==> config.mk <==
export PLATFORM = sky130hd
export DESIGN_NAME = window_wind_friction_velocity_flat
export DESIGN_NICKNAME = d
export VERILOG_FILES = /design/src/rtl/wwfv_pkg.sv /design/src/rtl/wwfv_stream_if.sv /design/src/rtl/wwfv_ctrl.sv /design/src/rtl/wwfv_datapath.sv /design/src/rtl/window_wind_friction_velocity.sv /design/src/flat_wrapper.sv
export VERILOG_INCLUDE_DIRS = /design/src /design/src/rtl
export SDC_FILE = /design/constraint.sdc
export NUM_CORES = 2
export LEC_CHECK = 0
export ABC_AREA = 1
export BUFFER_PORTS_ARGS = -buffer_cell sky130_fd_sc_hd__buf_2
export CORE_MARGIN = 4
export CORE_UTILIZATION = 29
export CTS_CLUSTER_SIZE = 8
export DETAILED_ROUTE_END_ITERATION = 8
export GPL_ROUTABILITY_DRIVEN = 0
export SETUP_SLACK_MARGIN = 0.5
export SYNTH_ARGS = -nofsm -noshare
export SYNTH_HDL_FRONTEND = slang
export SYNTH_SLANG_ARGS = --single-unit
==> constraint.sdc <==
create_clock -name i_clk -period 18.7 [get_ports i_clk]
set_clock_uncertainty 0.05 [all_clocks]
set_input_delay 3.74 -clock i_clk [delete_from_list [all_inputs] [get_ports i_clk]]
set_output_delay 3.74 -clock i_clk [all_outputs]
set_load 0.02 [all_outputs]
==> src/rtl/assert_macros.svh <==
// ----------------------------------------------------------------------------
// assert_macros.svh
// Concurrent assertion shorthands, clocked and reset-gated.
// ----------------------------------------------------------------------------
`ifndef ASSERT_MACROS_SVH
`define ASSERT_MACROS_SVH

// Property must hold at every clock edge outside reset.
`define ASSERT_ALWAYS(label, clk, rst_n, prop) \
    label: assert property (@(posedge clk) disable iff (!(rst_n)) (prop)) \
        else $error("assertion failed");

// When pre holds, post must hold at the next clock edge.
`define ASSERT_NEXT(label, clk, rst_n, pre, post) \
    label: assert property (@(posedge clk) disable iff (!(rst_n)) (pre) |=> (post)) \
        else $error("assertion failed");

`endif

==> src/rtl/wwfv_pkg.sv <==
// ----------------------------------------------------------------------------
// wwfv_pkg
// Shared types and constants of the windowed wind friction velocity block.
// ----------------------------------------------------------------------------
package wwfv_pkg;

    localparam int CFG_IDX_W  = 1;
    localparam int CFG_DATA_W = 24;
    localparam int GAIN_W     = 24;
    localparam int SIDE_W     = 4;

    localparam logic [CFG_IDX_W-1:0] REG_WINDOW_SIDE = 1'b0;
    localparam logic [CFG_IDX_W-1:0] REG_USTAR_GAIN  = 1'b1;

    localparam logic [GAIN_W-1:0] GAIN_RESET = 24'd26214;

    typedef struct packed {
        logic signed [15:0] wind_east;
        logic signed [15:0] wind_north;
        logic        [15:0] surface_ustar;
    } t_in_item;

    typedef struct packed {
        logic [15:0] dust_ustar;
        logic [15:0] wind_ustar;
        logic        wind_dominates;
    } t_out_item;

    // controller -> datapath
    typedef struct packed {
        logic accum;      // take sample into the window
        logic sq_east;    // square east magnitude
        logic sq_north;   // park east square, square north magnitude
        logic sum_sq;     // form radicand, clear root state
        logic root_step;  // one result bit of the square root
        logic scale;      // root times gain
        logic out_load;   // round, saturate, fill output register
    } t_dp_cmd;

    // datapath -> controller
    typedef struct packed {
        logic last;       // next sample closes the window
        logic out_full;   // output register still holds a result
    } t_dp_sts;

endpackage

==> src/rtl/wwfv_stream_if.sv <==
// ----------------------------------------------------------------------------
// wwfv_stream_if
// Valid/ready stream channel carrying one payload item per transfer.
// ----------------------------------------------------------------------------
interface wwfv_stream_if #(
    parameter type T = logic
);
    logic valid;
    logic ready;
    T     data;

    modport source (output valid, output data, input ready);
    modport sink   (input valid, input data, output ready);
endinterface

==> src/rtl/wwfv_ctrl.sv <==
// ----------------------------------------------------------------------------
// wwfv_ctrl
// Sequencer: accumulate samples, then square, root, scale and emit once
// per window.
// ----------------------------------------------------------------------------
`include "assert_macros.svh"

module wwfv_ctrl #(
    parameter int MAX_WINDOW_SIDE = 8
) (
    input  logic              i_clk,
    input  logic              i_rst_n,
    input  logic              i_in_valid,
    output logic              o_in_ready,
    input  wwfv_pkg::t_dp_sts i_sts,
    output wwfv_pkg::t_dp_cmd o_cmd
);

    localparam int SUM_W  = 16 + $clog2(MAX_WINDOW_SIDE * MAX_WINDOW_SIDE);
    localparam int ITER_W = $clog2(SUM_W);
    localparam logic [ITER_W-1:0] ITER_LAST = ITER_W'(SUM_W - 1);

    typedef enum logic [2:0] {
        S_ACC,
        S_SQE,
        S_SQN,
        S_SUM,
        S_ROOT,
        S_SCALE,
        S_OUT
    } t_state;

    t_state            r_state, n_state;
    logic [ITER_W-1:0] r_iter, n_iter;
    logic              acc_fire;

    // a closing sample waits until the previous result has been taken
    assign o_in_ready = (r_state == S_ACC) && (!i_sts.last || !i_sts.out_full);
    assign acc_fire   = o_in_ready && i_in_valid;

    always_comb begin
        n_state = r_state;
        n_iter  = r_iter;
        o_cmd   = '0;
        case (r_state)
            S_ACC: begin
                o_cmd.accum = acc_fire;
                if (acc_fire && i_sts.last) begin
                    n_state = S_SQE;
                end
            end
            S_SQE: begin
                o_cmd.sq_east = 1'b1;
                n_state       = S_SQN;
            end
            S_SQN: begin
                o_cmd.sq_north = 1'b1;
                n_state        = S_SUM;
            end
            S_SUM: begin
                o_cmd.sum_sq = 1'b1;
                n_iter       = '0;
                n_state      = S_ROOT;
            end
            S_ROOT: begin
                o_cmd.root_step = 1'b1;
                n_iter          = r_iter + 1'b1;
                if (r_iter == ITER_LAST) begin
                    n_state = S_SCALE;
                end
            end
            S_SCALE: begin
                o_cmd.scale = 1'b1;
                n_state     = S_OUT;
            end
            S_OUT: begin
                o_cmd.out_load = 1'b1;
                n_state        = S_ACC;
            end
            default: begin
                n_state = S_ACC;
            end
        endcase
    end

    always_ff @(posedge i_clk) begin
        if (!i_rst_n) begin
            r_state <= S_ACC;
            r_iter  <= '0;
        end else begin
            r_state <= n_state;
            r_iter  <= n_iter;
        end
    end

    `ASSERT_ALWAYS(a_load_free, i_clk, i_rst_n, !o_cmd.out_load || !i_sts.out_full)
    `ASSERT_NEXT(a_close_starts, i_clk, i_rst_n, acc_fire && i_sts.last, r_state == S_SQE)
    `ASSERT_NEXT(a_root_holds, i_clk, i_rst_n, r_state == S_ROOT && r_iter != ITER_LAST, r_state == S_ROOT)

endmodule

==> src/rtl/wwfv_datapath.sv <==
// ----------------------------------------------------------------------------
// wwfv_datapath
// Window sums, shared multiplier, bit-serial square root, rounding and the
// output register.
// ----------------------------------------------------------------------------
module wwfv_datapath #(
    parameter int MAX_WINDOW_SIDE = 8
) (
    input  logic                                i_clk,
    input  logic                                i_rst_n,
    input  logic                                i_cfg_we,
    input  logic [wwfv_pkg::CFG_IDX_W-1:0]      i_cfg_idx,
    input  logic [wwfv_pkg::CFG_DATA_W-1:0]     i_cfg_wdata,
    input  wwfv_pkg::t_dp_cmd                   i_cmd,
    output wwfv_pkg::t_dp_sts                   o_sts,
    input  wwfv_pkg::t_in_item                  i_in_data,
    output logic                                o_out_valid,
    input  logic                                i_out_ready,
    output wwfv_pkg::t_out_item                 o_out_data
);

    localparam int AREA_MAX = MAX_WINDOW_SIDE * MAX_WINDOW_SIDE;
    localparam int SUM_W    = 16 + $clog2(AREA_MAX);
    localparam int CNT_W    = $clog2(AREA_MAX + 1);
    localparam int MB_W     = (SUM_W > wwfv_pkg::GAIN_W) ? SUM_W : wwfv_pkg::GAIN_W;
    localparam int PROD_W   = SUM_W + MB_W;
    localparam int RAD_W    = 2 * SUM_W;
    localparam int REM_W    = SUM_W + 2;

    // configuration
    logic [CNT_W-1:0]              r_area;
    logic [wwfv_pkg::GAIN_W-1:0]   r_gain;
    logic [4:0]                    side_raw, side_c;
    logic [9:0]                    area_full;

    assign side_raw  = {1'b0, i_cfg_wdata[wwfv_pkg::SIDE_W-1:0]};
    assign side_c    = (side_raw == 5'd0) ? 5'd1 :
                       (side_raw > 5'(MAX_WINDOW_SIDE)) ? 5'(MAX_WINDOW_SIDE) : side_raw;
    assign area_full = side_c * side_c;

    always_ff @(posedge i_clk) begin
        if (!i_rst_n) begin
            r_area <= CNT_W'(1);
            r_gain <= wwfv_pkg::GAIN_RESET;
        end else if (i_cfg_we) begin
            case (i_cfg_idx)
                wwfv_pkg::REG_WINDOW_SIDE: r_area <= CNT_W'(area_full);
                wwfv_pkg::REG_USTAR_GAIN:  r_gain <= i_cfg_wdata[wwfv_pkg::GAIN_W-1:0];
                default: ;
            endcase
        end
    end

    // window accumulation
    logic signed [SUM_W-1:0] r_east_sum, r_north_sum, n_east_sum, n_north_sum;
    logic        [CNT_W-1:0] r_count;
    logic        [SUM_W-1:0] r_ae, r_an;
    logic        [15:0]      r_surf;

    assign n_east_sum  = r_east_sum + SUM_W'(i_in_data.wind_east);
    assign n_north_sum = r_north_sum + SUM_W'(i_in_data.wind_north);
    assign o_sts.last  = (r_count + CNT_W'(1)) >= r_area;

    always_ff @(posedge i_clk) begin
        if (!i_rst_n) begin
            r_east_sum  <= '0;
            r_north_sum <= '0;
            r_count     <= '0;
        end else if (i_cmd.accum) begin
            if (o_sts.last) begin
                r_east_sum  <= '0;
                r_north_sum <= '0;
                r_count     <= '0;
            end else begin
                r_east_sum  <= n_east_sum;
                r_north_sum <= n_north_sum;
                r_count     <= r_count + CNT_W'(1);
            end
        end
    end

    // magnitudes of the closed window; the most negative sum reads correctly
    // as unsigned
    always_ff @(posedge i_clk) begin
        if (i_cmd.accum && o_sts.last) begin
            r_ae   <= n_east_sum[SUM_W-1]  ? SUM_W'(-n_east_sum)  : SUM_W'(n_east_sum);
            r_an   <= n_north_sum[SUM_W-1] ? SUM_W'(-n_north_sum) : SUM_W'(n_north_sum);
            r_surf <= i_in_data.surface_ustar;
        end
    end

    // shared multiplier and square root
    logic [SUM_W-1:0]  mul_a;
    logic [MB_W-1:0]   mul_b;
    logic [PROD_W-1:0] mul_p, r_prod;
    logic [RAD_W-1:0]  r_rad;
    logic [REM_W-1:0]  r_rem, rem_sh, trial;
    logic [SUM_W-1:0]  r_root;
    logic              take_bit;

    assign mul_a = i_cmd.scale ? r_root : (i_cmd.sq_north ? r_an : r_ae);
    assign mul_b = i_cmd.scale ? MB_W'(r_gain) : (i_cmd.sq_north ? MB_W'(r_an) : MB_W'(r_ae));
    assign mul_p = mul_a * mul_b;

    assign rem_sh   = {r_rem[SUM_W-1:0], r_rad[RAD_W-1 -: 2]};
    assign trial    = {r_root, 2'b01};
    assign take_bit = rem_sh >= trial;

    always_ff @(posedge i_clk) begin
        if (i_cmd.sq_east || i_cmd.sq_north || i_cmd.scale) begin
            r_prod <= mul_p;
        end
        if (i_cmd.sq_north) begin
            r_rad <= r_prod[RAD_W-1:0];
        end else if (i_cmd.sum_sq) begin
            r_rad <= r_rad + r_prod[RAD_W-1:0];
        end else if (i_cmd.root_step) begin
            r_rad <= r_rad << 2;
        end
        if (i_cmd.sum_sq) begin
            r_rem  <= '0;
            r_root <= '0;
        end else if (i_cmd.root_step) begin
            r_rem  <= take_bit ? (rem_sh - trial) : rem_sh;
            r_root <= {r_root[SUM_W-2:0], take_bit};
        end
    end

    // round half up, saturate, compare with the surface value
    logic [PROD_W:0] rnd;
    logic [15:0]     wind;
    logic            dom;

    assign rnd  = {1'b0, r_prod} + (PROD_W + 1)'(32768);
    assign wind = (|rnd[PROD_W:32]) ? 16'hFFFF : rnd[31:16];
    assign dom  = wind > r_surf;

    logic r_out_valid;

    always_ff @(posedge i_clk) begin
        if (!i_rst_n) begin
            r_out_valid <= 1'b0;
        end else if (i_cmd.out_load) begin
            r_out_valid <= 1'b1;
        end else if (i_out_ready) begin
            r_out_valid <= 1'b0;
        end
    end

    always_ff @(posedge i_clk) begin
        if (i_cmd.out_load) begin
            o_out_data.dust_ustar     <= dom ? wind : r_surf;
            o_out_data.wind_ustar     <= wind;
            o_out_data.wind_dominates <= dom;
        end
    end

    assign o_out_valid    = r_out_valid;
    assign o_sts.out_full = r_out_valid;

endmodule

==> src/rtl/window_wind_friction_velocity.sv <==
// ----------------------------------------------------------------------------
// window_wind_friction_velocity
// Sums fine-grid wind over a window of side squared samples and turns the
// magnitude of the sums into a friction velocity, compared with the surface
// value carried on the closing sample.
//
//   channel   dir   payload                                     modport
//   i_smp     in    wind_east, wind_north, surface_ustar        sink
//   o_res     out   dust_ustar, wind_ustar, wind_dominates      source
//   cfg       in    i_cfg_we / i_cfg_idx / i_cfg_wdata          write only
//
// Samples inside a window are taken one per cycle.
// The closing sample starts the work on the window (two squares, the sum,
// a one-bit-per-cycle square root of SUM_W steps, scale, output); SUM_W is
// 22 at a maximum window side of 8. No sample is taken during that work.
// A closing sample waits while the previous result is still in o_res.
// Reset (synchronous, active low) clears sums, count, sequencer and output
// valid; window_side resets to 1 and ustar_gain to 26214.
// ----------------------------------------------------------------------------
module window_wind_friction_velocity #(
    parameter int MAX_WINDOW_SIDE = 8
) (
    input  logic                            i_clk,
    input  logic                            i_rst_n,
    input  logic                            i_cfg_we,
    input  logic [wwfv_pkg::CFG_IDX_W-1:0]  i_cfg_idx,
    input  logic [wwfv_pkg::CFG_DATA_W-1:0] i_cfg_wdata,
    wwfv_stream_if.sink                     i_smp,
    wwfv_stream_if.source                   o_res
);

    wwfv_pkg::t_dp_cmd   cmd;
    wwfv_pkg::t_dp_sts   sts;
    wwfv_pkg::t_out_item out_data;
    logic                in_ready;
    logic                out_valid;

    wwfv_ctrl #(
        .MAX_WINDOW_SIDE(MAX_WINDOW_SIDE)
    ) u_ctrl (
        .i_clk      (i_clk),
        .i_rst_n    (i_rst_n),
        .i_in_valid (i_smp.valid),
        .o_in_ready (in_ready),
        .i_sts      (sts),
        .o_cmd      (cmd)
    );

    wwfv_datapath #(
        .MAX_WINDOW_SIDE(MAX_WINDOW_SIDE)
    ) u_datapath (
        .i_clk       (i_clk),
        .i_rst_n     (i_rst_n),
        .i_cfg_we    (i_cfg_we),
        .i_cfg_idx   (i_cfg_idx),
        .i_cfg_wdata (i_cfg_wdata),
        .i_cmd       (cmd),
        .o_sts       (sts),
        .i_in_data   (i_smp.data),
        .o_out_valid (out_valid),
        .i_out_ready (o_res.ready),
        .o_out_data  (out_data)
    );

    assign i_smp.ready = in_ready;
    assign o_res.valid = out_valid;
    assign o_res.data  = out_data;

endmodule
==> src/flat_wrapper.sv <==
// flat-port wrapper written by rule: the top's interface ports become plain ports
module window_wind_friction_velocity_flat 
#(
    parameter int MAX_WINDOW_SIDE = 8
)
  (i_clk, i_rst_n, i_cfg_we, i_cfg_idx, i_cfg_wdata, i_smp_valid, i_smp_data, i_smp_ready, o_res_valid, o_res_data, o_res_ready);
  wwfv_stream_if i_smp_i ();
  wwfv_stream_if o_res_i ();
  input  logic i_clk;
  input  logic i_rst_n;
  input  logic i_cfg_we;
  input  logic [wwfv_pkg::CFG_IDX_W-1:0] i_cfg_idx;
  input  logic [wwfv_pkg::CFG_DATA_W-1:0] i_cfg_wdata;
  input wire logic [$bits(i_smp_i.valid)-1:0] i_smp_valid;
  input wire logic [$bits(i_smp_i.data)-1:0] i_smp_data;
  output wire logic [$bits(i_smp_i.ready)-1:0] i_smp_ready;
  output wire logic [$bits(o_res_i.valid)-1:0] o_res_valid;
  output wire logic [$bits(o_res_i.data)-1:0] o_res_data;
  input wire logic [$bits(o_res_i.ready)-1:0] o_res_ready;
  assign i_smp_i.valid = i_smp_valid;
  assign i_smp_i.data = i_smp_data;
  assign i_smp_ready = i_smp_i.ready;
  assign o_res_valid = o_res_i.valid;
  assign o_res_data = o_res_i.data;
  assign o_res_i.ready = o_res_ready;
  window_wind_friction_velocity #(.MAX_WINDOW_SIDE(MAX_WINDOW_SIDE)) u_core (.i_clk(i_clk), .i_rst_n(i_rst_n), .i_cfg_we(i_cfg_we), .i_cfg_idx(i_cfg_idx), .i_cfg_wdata(i_cfg_wdata), .i_smp(i_smp_i), .o_res(o_res_i));
endmodule
# Word level (Yosys, flattened, before mapping)
# Cells that the tools add are included.
word_totals:
  out_inout_bits: 3
  reg_bits: 183
  inputBits: 31
  elab_cells: 74
classes:
  n_lt_le_gt_ge: 4
  addsub: 5
  n_bitwise: 1
  n_reduce_logical: 18
  n_mux: 23
  eq_ne: 9
  mul: 2
op_table:
  columns: ["op", "n"]
  rows:
  - ["44-bit 2-to-1 mux", 3]
  - ["46-bit by 16-bit adder with 47-bit output, second input constant", 1]
  - ["22-bit by 24-bit multiplier with 46-bit output", 1]
  - ["44-bit adder", 1]
  - ["22-bit 2-to-1 mux", 2]
  - ["24-bit >= comparator", 1]
  - ["24-bit 2-to-1 mux", 1]
  - ["22-bit subtractor", 1]
  - ["3-bit case mux with 6 select lines", 1]
  - ["16-bit by 1-bit > comparator with 1-bit output", 1]
  - ["16-bit 2-to-1 mux", 1]
  - ["15-bit OR reduction", 1]
  - ["5-bit case mux with 2 select lines", 1]
  - ["3-bit equality test, second input constant", 3]
  - ["1-bit 2-to-1 mux", 9]
  - ["4-bit 2-to-1 mux", 2]
  - ["7-bit by 1-bit adder with 7-bit output, second input constant", 1]
  - ["7-bit >= comparator", 1]
  - ["4-bit by 4-bit multiplier with 7-bit output", 1]
  - ["7-bit 2-to-1 mux", 1]
  - ["3-bit by 2-bit equality test with 1-bit output, second input constant", 2]
  - ["3-bit 2-to-1 mux", 2]
  - ["2-bit AND reduction", 3]
  - ["5-bit by 1-bit adder with 5-bit output, second input constant", 1]
  - ["other kinds (13)", 20]

# Depth between registers and ports, before layout
logic_depth:
  depth_word: 9
  ltp_mapped: 34
  ltp_nobuf: 32

# Hierarchy
# From an unflattened synthesis, not the netlist that was laid out.
hier_totals:
  cells_unflattened: 5456
  area_unflattened_um2: 39764.4
by_module_without_submodules:
  columns: ["mod", "instances", "cells_each", "area_per_inst_um2"]
  rows:
  - ["wwfv_datapath", 1, 5388, 39316.5]
  - ["wwfv_ctrl", 1, 67, 444.2]
  - ["window_wind_friction_velocity", 1, 1, 3.8]

# Least setup slack after synthesis
# No wires, ideal clock.
synth_path:
  kind: "reg2reg"
  from: "reg u_core.u_ctrl.r_state[0]"
  to: "reg u_core.u_datapath.r_prod[39], data pin"
  stages_incl_launch_ff: 29
  setup_slack_ps: 12105
  arrival_time_ps: 6286
  setup_ps: 259
  required_ps: 18391
  synth_period_minus_slack_ps: 6595
  cell_sequence: "dfxtp_1 > inv_2 > nor2_1 > inv_2 > nor2_4 > buf_4 > nand2_2 > inv_2 > buf_2 > nand2_1 > fa_1 > fa_1 > fa_1 > inv_1 > fa_1 > fa_1 > fa_1 > inv_1 > fa_1 > inv_1 > ha_1 > a21oi_1 > inv_1 > nor2_1 > a21boi_0 > nand2_1 > nand2_1 > nand3_1 > xor2_1"
synth_via:
  elab_chain_cells: 4
synth_rtl:
  columns: ["item", "line", "source"]
  rows:
  - ["from (decl)", "wwfv_ctrl.sv:33", "t_state r_state, n_state;"]
  - ["from (signal assigned)", "wwfv_ctrl.sv:91", "r_state <= n_state;"]
  - ["3-bit equality test *", "wwfv_ctrl.sv:45", "case (r_state)"]
  - ["1-bit 2-to-1 mux *", "wwfv_ctrl.sv:45", null]
  - ["22-bit 2-to-1 mux or 24-bit 2-to-1 mux (tied branches)", "wwfv_datapath.sv:101, wwfv_datapath.sv:102", null]
  - ["22-bit by 24-bit multiplier with 46-bit output *", "wwfv_datapath.sv:103", "assign mul_p = mul_a * mul_b;"]
  - ["net u_core.u_datapath.mul_p[39]", "wwfv_datapath.sv:95", "logic [PROD_W-1:0] mul_p, r_prod;"]
  - ["to (signal assigned)", "wwfv_datapath.sv:111", "r_prod <= mul_p;"]
  - ["to (decl)", "wwfv_datapath.sv:95", null]
# Mark *: on every way through the listed nets, which the timed path passes. The rest lies on a longest branch.
# A chain may end at the register's enable or synchronous reset.

# Worst setup path after layout
# Ends and elaborated chain as after synthesis.

==> out/results.ini <==
[clocking]
cts_num_sinks = 182
clockBufferDepth = 2
ctsHoldBuffers = 0
cts_setup_buffers = 0
post_cts_resized = 0
cts_inserted_buffers = 17
cts_root_buf = clkbuf_16
clkTransAtPathRegs_ns = 0.08
cts_tree = done
htree_num_levels = 4
insertion_delay_ns = 0.50

[detailed_routing]
drt_iter0_drc = 2136
via_per_inst = 4.81
finalWirelength_um = 98500
via_count = 27273
drc = 0
dr.pass1.iters = 7
wire_per_inst_um = 17.4
final_antenna_net_count = 0

[critical_path]
crit_type = reg -> reg
cpLargestDelayFamily = adder cells
critPathArrivalTime_ns = 8.91
crit_fanout = 25
crit_top_cell = fa_1
crit_start = u_core.u_ctrl.r_state[0]
start_kind = flip-flop
critPathBufInv = 9
worst-r2r-cell-count = 30
end_kind = flip-flop
ff2ff_setup_slack_ns = 9.99
r2r_start = u_core.u_ctrl.r_state[0]
r2r_end = u_core.u_datapath.r_prod[39]
crit_path_max_incr_delay_ns = 0.81
cp_slowest_cell = nand2_1
cp.required_ns = 18.90

[sta]
period_share = 0.466
relSlewSlack = 0.146
hold_viol = 0
hold_slack_ns = 0.413
rsz0062_at_grt = no
timing.final.crit_period_ns = 8.71
fin_tns_setup_ns = 0
finalMaxSlewViolations = 0
setup_viol = 0
clock.fmax_mhz = 115
tightest_slew_ns = 1.28

[placed_design]
post-dp-hpwl_um = 78900
portBuffers = 33

[die]
pin_count = 34
coreArea_um2 = 105000
start_util = 0.293
die_area_um2 = 112000
fp.dieW_um = 334
rows = 119
dieHeight_um = 334

[synth]
syn_area_um2 = 30800
ys_top_cells_by_area = fa_1, nand2_1, inv_1, ha_1, edfxtp_1
yosysSeqAreaShare = 0.148
synth_edf_count = 92
synth-async-reset-ratio = 0
synth_area_per_cell_um2 = 7.15
synth_cell_type_count = 46
ys_seq_elements = 182
synth_top_area_frac = 0.285
yosysTopAreaCell = fa_1
yosysWarnings = 0
syn_inst = 4314
synthFlopType = edfxtp_1

[global_route]
grt-ovfl-total = 0
grt_max_degree = 68
track_usage = 0.177
grt_pass1_vias = 27510
antenna_found_initial = 0
grt_first_pass_wirelength_um = 155000

[outcome]
status = completed

[cells_and_area]
nFillCells = 11573
area_delta_synth_final_pct = 6.84
final_cell_mix = nand2_1, inv_1, nor2_1, fa_1, ha_1
final_common_cell = nand2_1
drive_gt1_frac = 0.0299
fin_nets = 4977
n_antenna_cell = 0

[hold_path]
min_to = u_core.u_datapath.r_rem[21]
min_path_cells = 2
worst_hold_path_type = reg -> reg
hp-start = u_core.u_datapath.r_rem[21]

[pwr]
p_leak_nw = 16.7
ir_drop_uv = 78.0
powerDensity_nw_per_um2 = 84.5

[job]
drv_cap = 0

metrics by stage:
step / area [µm²] / worst slack [ns] / std cells / utilization / power [W]
2_1_floorplan: 30800 / 12.11 / 4315 / - / 0.00184
3_5_place_dp: 32400 / 10.11 / 5637 / 0.307 / 0.00237
5_1_grt: 32900 / 9.63 / 5669 / 0.313 / 0.00302
6_report: 32900 / 9.99 / 5669 / 0.313 / 0.00279
4_1_cts: 32900 / 10.09 / 5669 / 0.313 / 0.00277
3_3_place_gp: 32400 / 10.16 / 5637 / 0.307 / 0.00236
logic make-up after synthesis:
logic type / after synthesis / share of synthesized area
simple gates: 2039 / 0.264
buf+inv: 983 / 0.122
fa+ha+maj: 681 / 0.383
compound gates: 353 / 0.0623
flops: 182 / 0.148
xor+xnor: 75 / 0.0213
other cells: 1 / 0.000122
cell type report:
| type | instances | area (µm²) | area share |
|---|---|---|---|
| clock buffer | 18 | 429 | 0.0130 |
| multi-input combinational | 3150 | 22500 | 0.684 |
| inverter | 866 | 3250 | 0.0987 |
| tap | 1391 | 1740 | 0.0528 |
| clock inverter | 14 | 143 | 0.00433 |
| timing repair buffer | 48 | 278 | 0.00843 |
| sequential | 182 | 4560 | 0.139 |
cell usage after synthesis, types with 20 or more instances:
| master | number |
|---|---|
| nand4_1 | 34 |
| ha_1 | 242 |
| a21oi_1 | 159 |
| edfxtp_1 | 92 |
| buf_2 | 22 |
| nor3_1 | 26 |
| dfxtp_1 | 90 |
| inv_2 | 22 |
| nor2_1 | 558 |
| clkbuf_1 | 84 |
| xnor2_1 | 26 |
| o21bai_1 | 20 |
| inv_1 | 835 |
| nand2_1 | 1221 |
| xor2_1 | 49 |
| o21ai_0 | 116 |
| fa_1 | 439 |
| nand3_1 | 156 |
metal layers:
layer	up-vias	GRT usage	part of all wire
met5	-	0	0
met4	0	0.0632	0.037
met3	188	0.0291	0.077
met2	1067	0.287	0.45
met1	13069	0.239	0.43
li1	12949	-	-
tightest hold or removal path, stage by stage (launching register included):
cell,delay [ns]
dfxtp_1,0.32
nand2_1,0.06
nand2_1,0.05
flip-flops by register name, summed over array words and instances (netlist names):
signal                         count
u_core.u_datapath.r_root          22
u_core.u_ctrl.r_state              3
u_core.u_datapath.r_rem           22
u_core.u_datapath.r_count          7
u_core.u_datapath.o_out_data       1
u_core.u_datapath.r_area           6
u_core.u_datapath.o_out_valid      1
u_core.u_datapath.r_prod          46
u_core.u_ctrl.r_iter               5
u_core.u_datapath.r_surf           1
u_core.u_datapath.r_rad           44
u_core.u_datapath.r_gain          24
worst max-delay path by stage:
stage | end | slack, ns | depth (start not counted)
global route | u_core.u_datapath.r_prod[44] | 9.63 | 29
global placement | u_core.u_datapath.r_prod[39] | 10.16 | 30
detailed placement | u_core.u_datapath.r_prod[39] | 10.11 | 30
floorplan | u_core.u_datapath.r_prod[39] | 12.11 | 28
CTS | u_core.u_datapath.r_prod[39] | 10.09 | 30
finish | u_core.u_datapath.r_prod[39] | 9.99 | 30
power by group:
part	internal (W)	total (W)	switching, W	leakage, nW
combinational	0.000470	0.00158	0.00111	14.9
sequential	0.000584	0.000821	0.000237	1.61
clock	0.000188	0.000386	0.000198	0.282
total	0.00124	0.00279	0.00154	16.7
Power figures use the tool's default switching activity.
